## src/design/circle_fit_least_squares_core_assert.svh

```systemverilog
// assertion macros for the circle fit core
// used by circle_fit_least_squares_core.sv; no other dependencies
`ifndef CIRCLE_FIT_LEAST_SQUARES_CORE_ASSERT_SVH
`define CIRCLE_FIT_LEAST_SQUARES_CORE_ASSERT_SVH

// same-cycle implication
`define CLFIT_ASSERT_IMP(label, clk, rst_n, ante, cons) \
  label: assert property (@(posedge clk) disable iff (!rst_n) (ante) |-> (cons)) \
    else $error("clfit assertion failed");

// next-cycle implication
`define CLFIT_ASSERT_NXT(label, clk, rst_n, ante, cons) \
  label: assert property (@(posedge clk) disable iff (!rst_n) (ante) |=> (cons)) \
    else $error("clfit assertion failed");

`endif

```

## src/design/clfit_pkg.sv

```systemverilog
// types, constants and the solve microprogram of the circle fit core
// no dependencies
`timescale 1ns / 1ps

package clfit_pkg;

  localparam int WIDE_W = 144;
  localparam int ITER_W = $clog2(WIDE_W + 1);
  localparam int ROOT_W = 32;
  localparam int RAD_W  = 31;
  localparam int CTR_W  = 32;
  localparam int PC_W   = 6;

  typedef enum logic [3:0] {
    OP_LOAD, OP_MUL, OP_ADD, OP_SUB, OP_ABS, OP_MAX0, OP_DIV,
    OP_HALF, OP_ROOT, OP_FAIL, OP_BRNP, OP_END
  } op_e;

  typedef enum logic [4:0] {
    R_N, R_SX, R_SY, R_SZ, R_SXX, R_SXY, R_SYY, R_SXZ, R_SYZ,
    R_CXX, R_CXY, R_CYY, R_CXZ, R_CYZ, R_DET, R_DN, R_EN,
    R_CX, R_CY, R_Q, R_T0, R_T1, R_T2
  } reg_e;

  typedef struct packed {
    op_e  op;
    reg_e rd;
    reg_e ra;
    reg_e rb;
  } instr_t;

  typedef struct packed {
    logic   valid;
    instr_t instr;
  } dp_cmd_t;

  typedef struct packed {
    logic done;
    logic nonpos;
  } dp_status_t;

  localparam logic [PC_W-1:0] PC_FAIL = 6'd59;

  function automatic instr_t mk(op_e op, reg_e rd, reg_e ra, reg_e rb);
    instr_t i;
    i.op = op;
    i.rd = rd;
    i.ra = ra;
    i.rb = rb;
    return i;
  endfunction

  // solve sequence: reduce to 2x2 form, centre, then rms radius
  function automatic instr_t prog_rom(logic [PC_W-1:0] pc);
    instr_t i;
    case (pc)
      6'd0:  i = mk(OP_LOAD, R_N,   R_N,   R_N);
      6'd1:  i = mk(OP_LOAD, R_SX,  R_N,   R_N);
      6'd2:  i = mk(OP_LOAD, R_SY,  R_N,   R_N);
      6'd3:  i = mk(OP_LOAD, R_SZ,  R_N,   R_N);
      6'd4:  i = mk(OP_LOAD, R_SXX, R_N,   R_N);
      6'd5:  i = mk(OP_LOAD, R_SXY, R_N,   R_N);
      6'd6:  i = mk(OP_LOAD, R_SYY, R_N,   R_N);
      6'd7:  i = mk(OP_LOAD, R_SXZ, R_N,   R_N);
      6'd8:  i = mk(OP_LOAD, R_SYZ, R_N,   R_N);
      6'd9:  i = mk(OP_MUL,  R_T0,  R_N,   R_SXX);
      6'd10: i = mk(OP_MUL,  R_T1,  R_SX,  R_SX);
      6'd11: i = mk(OP_SUB,  R_CXX, R_T0,  R_T1);
      6'd12: i = mk(OP_MUL,  R_T0,  R_N,   R_SXY);
      6'd13: i = mk(OP_MUL,  R_T1,  R_SX,  R_SY);
      6'd14: i = mk(OP_SUB,  R_CXY, R_T0,  R_T1);
      6'd15: i = mk(OP_MUL,  R_T0,  R_N,   R_SYY);
      6'd16: i = mk(OP_MUL,  R_T1,  R_SY,  R_SY);
      6'd17: i = mk(OP_SUB,  R_CYY, R_T0,  R_T1);
      6'd18: i = mk(OP_MUL,  R_T0,  R_N,   R_SXZ);
      6'd19: i = mk(OP_MUL,  R_T1,  R_SX,  R_SZ);
      6'd20: i = mk(OP_SUB,  R_CXZ, R_T0,  R_T1);
      6'd21: i = mk(OP_MUL,  R_T0,  R_N,   R_SYZ);
      6'd22: i = mk(OP_MUL,  R_T1,  R_SY,  R_SZ);
      6'd23: i = mk(OP_SUB,  R_CYZ, R_T0,  R_T1);
      6'd24: i = mk(OP_MUL,  R_T0,  R_CXX, R_CYY);
      6'd25: i = mk(OP_MUL,  R_T1,  R_CXY, R_CXY);
      6'd26: i = mk(OP_SUB,  R_DET, R_T0,  R_T1);
      6'd27: i = mk(OP_BRNP, R_N,   R_N,   R_N);
      6'd28: i = mk(OP_MUL,  R_T0,  R_CXZ, R_CYY);
      6'd29: i = mk(OP_MUL,  R_T1,  R_CXY, R_CYZ);
      6'd30: i = mk(OP_SUB,  R_DN,  R_T0,  R_T1);
      6'd31: i = mk(OP_MUL,  R_T0,  R_CXX, R_CYZ);
      6'd32: i = mk(OP_MUL,  R_T1,  R_CXY, R_CXZ);
      6'd33: i = mk(OP_SUB,  R_EN,  R_T0,  R_T1);
      6'd34: i = mk(OP_ADD,  R_T2,  R_DET, R_DET);
      6'd35: i = mk(OP_ABS,  R_T0,  R_DN,  R_N);
      6'd36: i = mk(OP_ADD,  R_T0,  R_T0,  R_DET);
      6'd37: i = mk(OP_DIV,  R_T0,  R_T0,  R_T2);
      6'd38: i = mk(OP_HALF, R_CX,  R_T0,  R_DN);
      6'd39: i = mk(OP_ABS,  R_T0,  R_EN,  R_N);
      6'd40: i = mk(OP_ADD,  R_T0,  R_T0,  R_DET);
      6'd41: i = mk(OP_DIV,  R_T0,  R_T0,  R_T2);
      6'd42: i = mk(OP_HALF, R_CY,  R_T0,  R_EN);
      6'd43: i = mk(OP_MUL,  R_T0,  R_CX,  R_SX);
      6'd44: i = mk(OP_MUL,  R_T1,  R_CY,  R_SY);
      6'd45: i = mk(OP_ADD,  R_T0,  R_T0,  R_T1);
      6'd46: i = mk(OP_ADD,  R_T0,  R_T0,  R_T0);
      6'd47: i = mk(OP_SUB,  R_Q,   R_SZ,  R_T0);
      6'd48: i = mk(OP_MUL,  R_T0,  R_CX,  R_CX);
      6'd49: i = mk(OP_MUL,  R_T1,  R_CY,  R_CY);
      6'd50: i = mk(OP_ADD,  R_T0,  R_T0,  R_T1);
      6'd51: i = mk(OP_MUL,  R_T0,  R_N,   R_T0);
      6'd52: i = mk(OP_ADD,  R_Q,   R_Q,   R_T0);
      6'd53: i = mk(OP_MAX0, R_Q,   R_Q,   R_N);
      6'd54: i = mk(OP_ADD,  R_Q,   R_Q,   R_Q);
      6'd55: i = mk(OP_ADD,  R_Q,   R_Q,   R_Q);
      6'd56: i = mk(OP_DIV,  R_T0,  R_Q,   R_N);
      6'd57: i = mk(OP_ROOT, R_T1,  R_T0,  R_N);
      6'd58: i = mk(OP_END,  R_N,   R_N,   R_N);
      6'd59: i = mk(OP_FAIL, R_N,   R_N,   R_N);
      default: i = mk(OP_END, R_N,  R_N,   R_N);
    endcase
    return i;
  endfunction

endpackage

```

## src/design/clfit_ctrl.sv

```systemverilog
// solve sequencer: steps through the microprogram and drives the datapath
// depends on clfit_pkg
`timescale 1ns / 1ps

module clfit_ctrl import clfit_pkg::*; (
  input  logic       clk_i,
  input  logic       rst_ni,
  input  logic       start_i,
  input  logic       last_point_i,
  input  dp_status_t status_i,
  output dp_cmd_t    cmd_o,
  output logic       busy_o,
  output logic       clear_o,
  output logic       result_valid_o
);

  typedef enum logic [2:0] {ST_IDLE, ST_DRAIN, ST_ISSUE, ST_WAIT, ST_FINISH} state_e;

  state_e          state_q;
  logic [PC_W-1:0] pc_q;
  logic [1:0]      drain_q;
  logic            busy_q, clear_q, rv_q;
  dp_cmd_t         cmd_q;
  instr_t          cur;

  assign cur = prog_rom(pc_q);

  always_ff @(posedge clk_i or negedge rst_ni) begin
    if (!rst_ni) begin
      state_q <= ST_IDLE;
      pc_q    <= '0;
      drain_q <= '0;
      busy_q  <= 1'b0;
      clear_q <= 1'b0;
      rv_q    <= 1'b0;
      cmd_q   <= '0;
    end else begin
      cmd_q.valid <= 1'b0;
      clear_q     <= 1'b0;
      rv_q        <= 1'b0;
      case (state_q)
        ST_IDLE: begin
          if (start_i && last_point_i) begin
            busy_q  <= 1'b1;
            drain_q <= '0;
            state_q <= ST_DRAIN;
          end
        end
        ST_DRAIN: begin
          // let the last point reach the sums
          drain_q <= drain_q + 2'd1;
          if (drain_q == 2'd2) begin
            pc_q    <= '0;
            state_q <= ST_ISSUE;
          end
        end
        ST_ISSUE: begin
          case (cur.op)
            OP_BRNP: begin
              pc_q <= status_i.nonpos ? PC_FAIL : (pc_q + PC_W'(1));
            end
            OP_END: begin
              rv_q    <= 1'b1;
              clear_q <= 1'b1;
              state_q <= ST_FINISH;
            end
            default: begin
              cmd_q.valid <= 1'b1;
              cmd_q.instr <= cur;
              state_q     <= ST_WAIT;
            end
          endcase
        end
        ST_WAIT: begin
          if (status_i.done) begin
            pc_q    <= pc_q + PC_W'(1);
            state_q <= ST_ISSUE;
          end
        end
        ST_FINISH: begin
          busy_q  <= 1'b0;
          state_q <= ST_IDLE;
        end
        default: state_q <= ST_IDLE;
      endcase
    end
  end

  assign cmd_o          = cmd_q;
  assign busy_o         = busy_q;
  assign clear_o        = clear_q;
  assign result_valid_o = rv_q;

endmodule

```

## config.mk

```make
export PLATFORM = sky130hd
export DESIGN_NAME = clfit_ctrl
export DESIGN_NICKNAME = d
export VERILOG_FILES = /design/src/design/circle_fit_least_squares_core_assert.svh /design/src/design/clfit_pkg.sv /design/src/design/clfit_ctrl.sv
export SDC_FILE = /design/constraint.sdc
export NUM_CORES = 1
export LEC_CHECK = 0
export BUFFER_PORTS_ARGS = -buffer_cell sky130_fd_sc_hd__buf_2
export CAP_MARGIN = 25
export CORE_MARGIN = 4
export CORE_UTILIZATION = 45
export CTS_CLUSTER_DIAMETER = 150
export CTS_CLUSTER_SIZE = 25
export DETAILED_ROUTE_END_ITERATION = 8
export PLACE_DENSITY = 0.62
export SLEW_MARGIN = 20
export SYNTH_ARGS = -nofsm -noshare
export SYNTH_HDL_FRONTEND = slang
export SYNTH_SLANG_ARGS = --single-unit
```

## constraint.sdc

```tcl
create_clock -name clk_i -period 3.3 [get_ports clk_i]
set_clock_uncertainty 0.1 [all_clocks]
set_input_delay 0.495 -clock clk_i [delete_from_list [all_inputs] [get_ports clk_i]]
set_output_delay 0.495 -clock clk_i [all_outputs]
set_load 0.05 [all_outputs]
```

Yosys cells after proc, flatten, opt, wreduce, memory -nomap -nowiden --
Memories as Yosys holds them, arrays and structs flattened. Cells that the tools add are included.
Word-level totals: register bits after elaboration 33, bits in latches 0, bits in writable memories 0, bits in read-only memories 1216, input port bits 6, output and inout port bits 23, word-level logic and storage cells 55, memories 1
Operators by class: add/sub/neg operators 2, $mul 0, div/mod/pow operators 0, magnitude comparators 0, equality and inequality tests 12, shift operators 0, mux-type cells 18, bitwise logic cells 1, reductions and logical operators 11
Memories:
- (no name shown) | depth 64, width 19, rd ports 1, clocked after Yosys merged registers in 0, write ports 0, line clfit_pkg.sv:56 | case (pc)
Operator list (count):
- $mux W20 | 2
- $mux W6 | 4
- $pmux W6 S3 | 1
- $pmux W3 S4 | 1
- $ne A2 B2 Y1 const B | 5
- $mux W3 | 3
- $eq A4 B4 Y1 const B | 2
- $reduce_and A4 Y1 | 2
- $add A6 B1 Y6 const B | 1
- $eq A3 B2 Y1 const B | 2
- $pmux W3 S2 | 1
- $reduce_and A2 Y1 | 3
- $pmux W2 S2 | 1
- $reduce_bool A2 Y1 | 2
- $eq A3 B1 Y1 const B | 1
- $eq A3 B3 Y1 const B | 1
- $logic_not A3 Y1 | 1
- $mux W1 | 3
- $reduce_bool A3 Y1 | 1
- $add A2 B1 Y2 const B | 1
- $eq A2 B2 Y1 const B | 1
- $mux W2 | 1
- $pmux W1 S2 | 1
- $reduce_or A2 Y1 | 1
- other kinds (2) | 2

Depth between registers and ports, before layout --
Gate-level depths: netlist of run 1. An unclocked memory read counts as a cell.
depth in word-level cells 5, gate-level depth with buffers 11, depth with buffers taken out 9

Worst setup path after synthesis of run 1 --
No wires, ideal clock.
path type reg-to-reg, start reg pc_q[1], end reg pc_q[1], setup time 0.128 ns, arrival time 2.840 ns, path slack 0.233 ns, cell stages (with the launch flop) 11, path buffers 1, path through dfrtp_1 -> clkbuf_1 -> inv_1 -> ha_1 -> inv_1 -> ha_1 -> or3_1 -> a31oi_4 -> nor4b_4 -> o21ai_2 -> mux2_1
On the way: cells in the longest elaborated chain, start to end 4
Ends and longest elaborated chain:
- start, declared | line clfit_ctrl.sv:20 | logic [PC_W-1:0] pc_q;
- start signal, assigned | line clfit_ctrl.sv:60 | pc_q <= status_i.nonpos ? PC_FAIL : (pc_q + PC_W'(1));
- start signal, assigned | line clfit_ctrl.sv:76 | pc_q <= pc_q + PC_W'(1);
- $mem_v2 Z64 W19 or $add A6 B1 Y6 (tied branches)
- $eq A4 B4 Y1 or $mux W6 (tied branches) | line clfit_ctrl.sv:58, clfit_ctrl.sv:60
- $ne A2 B2 Y1 (no line) or $mux W6 (tied branches)
- $reduce_and A4 Y1 (no line) or $pmux W6 S3 (tied branches)
Several ways; a longest one is shown, not always the timed one. The select of a mux whose other input is x is not followed. A chain may end at the register's enable or synchronous reset.

Worst setup path after layout of run 1 --
start reg pc_q[0], end reg cmd_q, in the netlist cmd_o[7]
On the way: cells in the longest elaborated chain, start to end 5
Ends and longest elaborated chain:
- $mem_v2 Z64 W19 *
- $eq A4 B4 Y1 | line clfit_ctrl.sv:58 | case (cur.op)
- $reduce_or A2 Y1 (no line)
- $not A1 Y1 (no line)
- $reduce_and A2 Y1 (no line)
- end, declared | line clfit_ctrl.sv:23 | dp_cmd_t cmd_q;
Mark *: on every way between the ends. The rest lies on a longest branch, timed or not.

==> results of run 1 <==
Yosys cell counts (all sizes together), types with 3 or more instances:
cell type / instances / area (um^2)
dfrtp: 33 / 826
buf: 14 / 88.8
nand2: 36 / 138
nor2: 24 / 90.1
ha: 15 / 188
mux2: 7 / 82.6
or3: 5 / 31.3
a211oi: 5 / 37.5
o31ai: 6 / 63.8
and3: 3 / 18.8
a31oi: 9 / 71.3
o211ai: 3 / 22.5
mux2i: 3 / 30.0
nand3: 4 / 20.0
nand2b: 10 / 62.6
inv: 12 / 45.0
a311oi: 7 / 67.6
nor3: 9 / 50.1
a21oi: 27 / 135
nor2b: 9 / 56.3
o21ai: 35 / 179
clkbuf: 16 / 60.1
a21o: 9 / 67.6
final cells by class:
class / instances / area share (%)
well taps: 75 / 2.97
inverters: 12 / 1.42
clock inverters: 2 / 1.11
repair buffers: 45 / 9.25
multi-input cells: 264 / 57.0
clock buffers: 5 / 2.17
flip-flops and latches: 33 / 26.1
layer usage:
metal	vias to the layer above	share of wire (%)	GRT usage (%)
met4	0	3.1	6.83
met5	-	0	0
met3	24	6.2	2.93
met1	1283	45	30.2
met2	116	46	34.0
li1	1284	-	-
layout by cell type, fill, tap and decap left out, types with 3 or more instances in the layout:
master	n
o31ai_1	4
a21oi_1	27
nand3_1	4
o21ai_1	8
a31oi_1	8
dfrtp_1	33
nor2_1	24
nand2_1	35
mux2i_1	3
a311oi_1	6
nor3_1	8
a211oi_1	5
nor2b_1	9
and3_1	3
inv_2	3
a21o_1	9
or3_1	5
o21ai_0	26
mux2_1	6
ha_1	15
o211ai_1	3
buf_4	15
nand2b_1	10
clkbuf_8	5
buf_2	28
inv_1	9
cell families after synthesis:
kind of cell,share of synthesized area [%]
buf+inv,6.87
simple gates,20.3
fa+ha+maj,8.07
flops,29.3
mux,5.58
compound gates,30.0
how the worst max path moves through the flow:
stage,startpoint,end,slack [ns],cells past startpoint
detailed placement,pc_q[0]$_DFFE_PN0P_,cmd_o[7]$_DFFE_PN0P_,0.32,11
global route,pc_q[0]$_DFFE_PN0P_,cmd_o[7]$_DFFE_PN0P_,0.14,11
global placement,pc_q[0]$_DFFE_PN0P_,cmd_o[7]$_DFFE_PN0P_,0.42,10
CTS,pc_q[0]$_DFFE_PN0P_,cmd_o[7]$_DFFE_PN0P_,0.29,11
floorplan,pc_q[1]$_DFFE_PN0P_,pc_q[1]$_DFFE_PN0P_,0.23,10
finish,pc_q[0]$_DFFE_PN0P_,cmd_o[7]$_DFFE_PN0P_,0.31,11
registers in the layout, summed over array words and instances, names as in the netlist:
signal          cells
cmd_o              20
pc_q                6
result_valid_o      1
drain_q             2
state_q             3
busy_o              1
critical path: cells and delay by family, from the launching register on:
family / cells / cell delay, ns
AOI/OAI and AO/OA: 3 / 0.93
muxes: 1 / 0.30
and+or+nand+nor: 1 / 0.04
DFF: 1 / 0.42
buffers and inverters: 4 / 0.62
adders and majority gates: 2 / 0.46
per-stage QoR:
stage / std cells / utilization, % / hold WS, ns / setup WS, ns
detailed placement: 429 / 51.1 / 0.360 / 0.318
finish: 436 / 52.8 / 0.171 / 0.309
global placement: 429 / 51.1 / 0.358 / 0.422
CTS: 436 / 52.8 / 0.194 / 0.294
global route: 436 / 52.8 / 0.234 / 0.138
floorplan: 339 / - / 0.0994 / 0.233
==> impl.org, run 1 <==
** Outcome
- The flow ran to the end, and the final reports show no timing, DRC or antenna violations.

** Min path
- Class of the most critical hold timing path :: in2async

** Critical path
- Of all nets on the critical path, the largest fanout is 19.
- Kind of end point of the critical path :: flop
- Reg-to-Reg Start :: pc_q[0]$_DFFE_PN0P_
- The worst setup path is launched from a flop.
- Counting cells, the worst reg-to-reg path comes to 11.
- Setup slack, reg-to-reg :: 0.31 ns
- Counting stages on the worst path, the most repeated cell is ha_1.
- For this run, the slowest stage of the critical path takes 0.45 ns.
- Data arrival time of the worst path :: 3.07 ns
- Walking the worst path, the cells encountered are buf_4 -> ha_1 -> inv_1 -> ha_1 -> nor3_1 -> o21ai_0 -> a32oi_4 -> o31ai_4 -> buf_12 -> inv_2 -> mux2_1.
- The worst register-to-register path ends at cmd_o[7]$_DFFE_PN0P_.
- Type of the setup path with the least slack :: reg2reg
- Worst endpoint required time :: 3.37 ns
- Library cell contributing the largest single delay on the critical path :: o31ai_4

** Route
- WL final :: 7800 um
- The routed layout has 2707 vias.
- Wirelength per Cell :: 17.9 um
- For this block, the initial DRC count from the detailed router was 372.
- Number of detailed-route iterations in the first pass :: 6
- Detailed-route DRC error count :: 0
- Number of routed nets with antenna violations :: 0
- Dividing the detail-routed via count by the number of cells gives 6.21.

** Clocking
- The root buffer cell chosen for the clock tree is clkbuf_8.
- CTS tree :: built
- The longest clock path from root to sink contains 2 buffers.
- The number of gates resized after CTS was 0.
- In this run, CTS created clock tree buffers numbering 5.
- The clock reaches the later pin of the worst-skew pair after 0.29 ns.
- Quantity of hold-fixing buffers added after cts :: 0
- Post-CTS setup buffers :: 0
- The clock drives 33 sinks.
- Number of levels the H-tree was split into :: 2
- Clock-pin slew was measured on the worst setup and hold paths at 0.07 ns.

** Layout
- Post-layout net count :: 384
- The filler cells instantiated in the layout total 582.
- Post-route standard cell area excluding fillers :: 3160 um^2
- Growth of design area from synthesis to finish :: 12.1%
- In the final layout, the share of cells above drive strength 1 is 18.6%.
- In the final layout, the multi-input gates occupy 1800 um^2.
- Flip-flop and latch area :: 826 um^2
- N_diodes :: 0

** Floorplan
- 29 I/O pins were placed.
- Die Wd :: 87.2 um
- In this run the vertical extent of the chip is 87.2 um.
- The total area inside the core boundary comes to 5990 um^2.
- After floorplanning, the core was divided into 28 placement rows.
- Initial Util :: 47.1%
- The die covers 7600 um^2.

** Timing
- The count of endpoints failing hold in the final timing report is 0.
- Actual slew at the worst max-slew pin :: 0.756 ns
- Period minus WS final :: 2.99 ns
- Adding up every negative setup slack in the final design gives 0 ns.
- Final Max Slew Viols :: 0
- Maximum clock frequency :: 334 MHz
- Setup repair after global routing left no endpoint under its margin.
- Headroom to the max-slew limit came out at 49.6%.
- Setup violations remaining at the end of the flow were counted as 0.
- The worst path uses 90.6% of the clock period.

** Yosys
- Proportion of synthesized chip area in sequential cells :: 29.3%
- After technology mapping, the gate count stands at 339.
- The cell area that synthesis handed to floorplanning was 2820 um^2.
- In the synthesized netlist the async set-or-reset flop fraction comes to 100%.
- Register bit count reported by yosys :: 33
- For this run, the leading register cell type out of synthesis is dfrtp_1.
- Post-synthesis cell type count :: 64
- Avg Cell Area, Syn :: 8.33 um^2
- Number of synthesized flops with an enable pin :: 0
- The Yosys step of the flow raised 0 warnings.
- Post-Synthesis Net Count :: 362

** Place
- The count of buffers added on input and output ports is 28.
- Global placement routability congestion :: 0.952
- The wire-length estimate of the detail-placed layout is 5710 um.
- Instance area after placement :: 3060 um^2

** Global route
- GR Overflow Total :: 0
- Entering global routing, the biggest net connects 49 pins.
- Total global routing track utilization :: 21.4%
- The number of antenna violations at the first check in global routing came to 0.
- The number of global-route vias before repair was 2504.
- First-pass GRT wire length :: 12800 um

** Flow run
- Maxcap violations :: 0
Power of run 1 is left out: the tool's default activity adds up to more than one toggle a clock period on the data nets, which glitch-free logic cannot reach.
==> run 2: changes to the inputs <==
Settings changed: CORE_UTILIZATION 45 to 54, PLACE_DENSITY 0.62 to 0.73.
==> impl.org, run 2 (synthesis results as in run 1) <==
** Route
- The number of DRC markers after the initial detailed-route iteration was 362 (was 372).
- WL final :: 7950 um (was 7800 um)
- Wirelength per Cell :: 18.6 um (was 17.9 um)
- The DRC violation count after routing is 0 (unchanged).
- The overall via count from detail_route came to 2661 (was 2707).
- Detailed-route vias per instance :: 6.23 (was 6.21)
- Number of routed nets with antenna violations :: 0 (unchanged)
- The number of iterations in the first detailed-routing pass came to 5 (was 6).

** Clocking
- Clock edge transition at the registers on the reported setup and hold paths :: 0.07 ns (about the same)
- The clock sink total is 33 (unchanged).
- The TritonCTS clock tree was built (unchanged).
- The post-CTS setup-driven buffer insertion count is 0 (unchanged).
- The number of resized instances in the post-cts repair step was 0 (unchanged).
- Quantity of hold-fixing buffers added after cts :: 0 (unchanged)
- TritonCTS buffer count :: 5 (unchanged)
- The clock insertion delay at the later pin of the skew report is 0.29 ns (about the same).
- The root buffer cell is clkbuf_8 (unchanged).
- The worst-case clock buffer depth is 2 (unchanged).
- The H-tree depth was 2 (unchanged).

** Layout
- The count of fill cells added during filler insertion came to 464 (was 582).
- Commonest cells after routing, fill and taps aside :: nand2_1 (35), dfrtp_1 (33), buf_2 (28) (unchanged)
- The fraction of layout cells with a size suffix above 1 is 17.6% (was 18.6%).
- Number of flip-flops under the largest register name :: 20 (unchanged)
- The number of inserted diodes was 0 (unchanged).
- Growth of design area from synthesis to finish :: 10.8% (was 12.1%)
- Post-layout net count :: 380 (was 384)
- The final core area utilization came to 61.6% (was 52.8%).
- Number of standard cells in the final layout excluding fillers :: 427 (was 436)
- The most common library cell in the layout ignoring fill and taps is nand2_1 (unchanged).

** Critical path
- Sequence of cells on the critical path: inv_1 -> ha_1 -> inv_1 -> ha_1 -> or3_1 -> a31oi_4 -> nor4b_4 -> o21ai_2 -> mux2_1 (was buf_4 -> ha_1 -> inv_1 -> ha_1 -> nor3_1 -> o21ai_0 -> a32oi_4 -> o31ai_4 -> buf_12 -> inv_2 -> mux2_1).
- Data arrival time of the worst path :: 3.19 ns (was 3.07 ns)
- Worst endpoint required time :: 3.38 ns (was 3.37 ns)
- The launching element type of the critical path is a flop (unchanged).
- The critical path start-end classification is reg2reg (unchanged).
- The peak per-stage delay on the critical path was 0.59 ns (was 0.45 ns).
- Largest fanout of any net on the critical path :: 13 (was 19)
- Library cell contributing the largest single delay on the critical path :: dfrtp_1 (was o31ai_4)
- The critical path capture point type is a flop (unchanged).

** Place
- Global placement routability congestion :: 1.01 (was 0.952)
- Quantity of I/O buffers inserted on ports :: 28 (unchanged)
- Detailed placer's ending HPWL :: 5760 um (was 5710 um)
- Number of placed instances with taps included :: 420 (was 429)

** Global route
- The maximum number of pins on one net before global-route repair was 49 (unchanged).
- The global-route wire length before repair was 13100 um (was 12800 um).
- Number of antenna violations at the first check in global routing :: 0 (unchanged)
- Total global routing track utilization :: 26.3% (was 21.4%)
- The global route total overflow came to 0 (unchanged).
- Via count of the first global-routing pass :: 2534 (was 2504)

** Timing
- Total setup violations reported at the end of the flow :: 0 (unchanged)
- The maximum frequency from static timing analysis was 321 MHz (was 334 MHz).
- Hold violation total from the final report :: 0 (unchanged)
- Period Utilization, post-route :: 94.3% (was 90.6%)
- The tightest slew margin relative to the limit came to 51.2% (was 49.6%).
- Setup repair after global routing missed its margin: false (unchanged).
- The transition time at the pin with the least slew margin is 0.733 ns (was 0.756 ns).
- Final Max Slew Viols :: 0 (unchanged)
- The final total negative setup slack was 0 ns (unchanged).
- Period minus WS final :: 3.11 ns (was 2.99 ns)

** Floorplan
- Die Wd :: 80.3 um (was 87.2 um)
- Standard cell core area :: 5070 um^2 (was 5990 um^2)
- Y dimension of the die :: 80.3 um (was 87.2 um)
- Floorplan die area :: 6450 um^2 (was 7600 um^2)
- IO Count :: 29 (unchanged)
- The initial core utilization is 55.6% (was 47.1%).
- The standard-cell row count is 26 (was 28).

** Min path
- Class of the most critical hold timing path :: in2async (unchanged)

** Outcome
- Status :: completed (unchanged)

** Flow run
- Maxcap violations :: 0 (unchanged)
==> run 2: cell types whose count changed in the layout (fill, tap and decap cells not counted), sizes merged <==
cell,previous run,this run
buf,45,41
==> run 2: worst max-delay path: cells and delay by family, from the launching register on <==
family | cells | cell delay (ns)
AND/OR/NAND/NOR | 2 | 0.53
AO/OA/AOI/OAI | 2 | 0.59
flip-flops | 1 | 0.59
multiplexers | 1 | 0.35
buffers and inverters | 2 | 0.20
adder cells (fa/ha/maj) | 2 | 0.62
==> run 2: area by class of cell <==
class,instances,area (um^2),share of cell area [%]
clock buffers,5,68.8,2.20
repair buffers,41,263,8.40
multi-input cells,264,1800,57.6
inverters,12,45.0,1.44
clock inverters,2,35.0,1.12
well taps,70,87.6,2.80
flip-flops and latches,33,826,26.4
==> run 2: worst paths after layout <==
| check | from | endpoint | slack, ns | depth (start not counted) |
|---|---|---|---|---|
| worst max-delay path | pc_q[0]$_DFFE_PN0P_ | pc_q[0]$_DFFE_PN0P_ | 0.19 | 9 |
| worst min-delay path | rst_ni | cmd_o[13]$_DFFE_PN0P_ | 0.16 | 1 |
| worst max register to register | pc_q[0]$_DFFE_PN0P_ | pc_q[0]$_DFFE_PN0P_ | 0.19 | 9 |
| worst min register to register | cmd_o[10]$_DFFE_PN0P_ | cmd_o[10]$_DFFE_PN0P_ | 0.37 | 1 |
| max in group asynchronous | rst_ni | pc_q[0]$_DFFE_PN0P_ | 2.48 | 1 |
| min in group clk_i | cmd_o[10]$_DFFE_PN0P_ | cmd_o[10]$_DFFE_PN0P_ | 0.37 | 1 |
==> run 2: metrics by stage <==
| step | setup slack [ns] | cell area [um^2] | hold WS [ns] |
|---|---|---|---|
| 5_1_grt | 0.00870 | 3130 | 0.224 |
| 4_1_cts | 0.195 | 3130 | 0.187 |
| 3_5_place_dp | 0.234 | 3020 | 0.361 |
| 3_3_place_gp | 0.357 | 3020 | 0.354 |
| 2_1_floorplan | 0.233 | 2820 | 0.0994 |
| 6_report | 0.186 | 3130 | 0.159 |
==> run 2: layer usage <==
layer / GRT usage (%) / part of all wire, %
met2: 41.4 / 46
met4: 11.7 / 3.7
met5: 0 / 0
met1: 34.2 / 42
met3: 6.05 / 8.2
Power of run 2 is left out for the same reason.
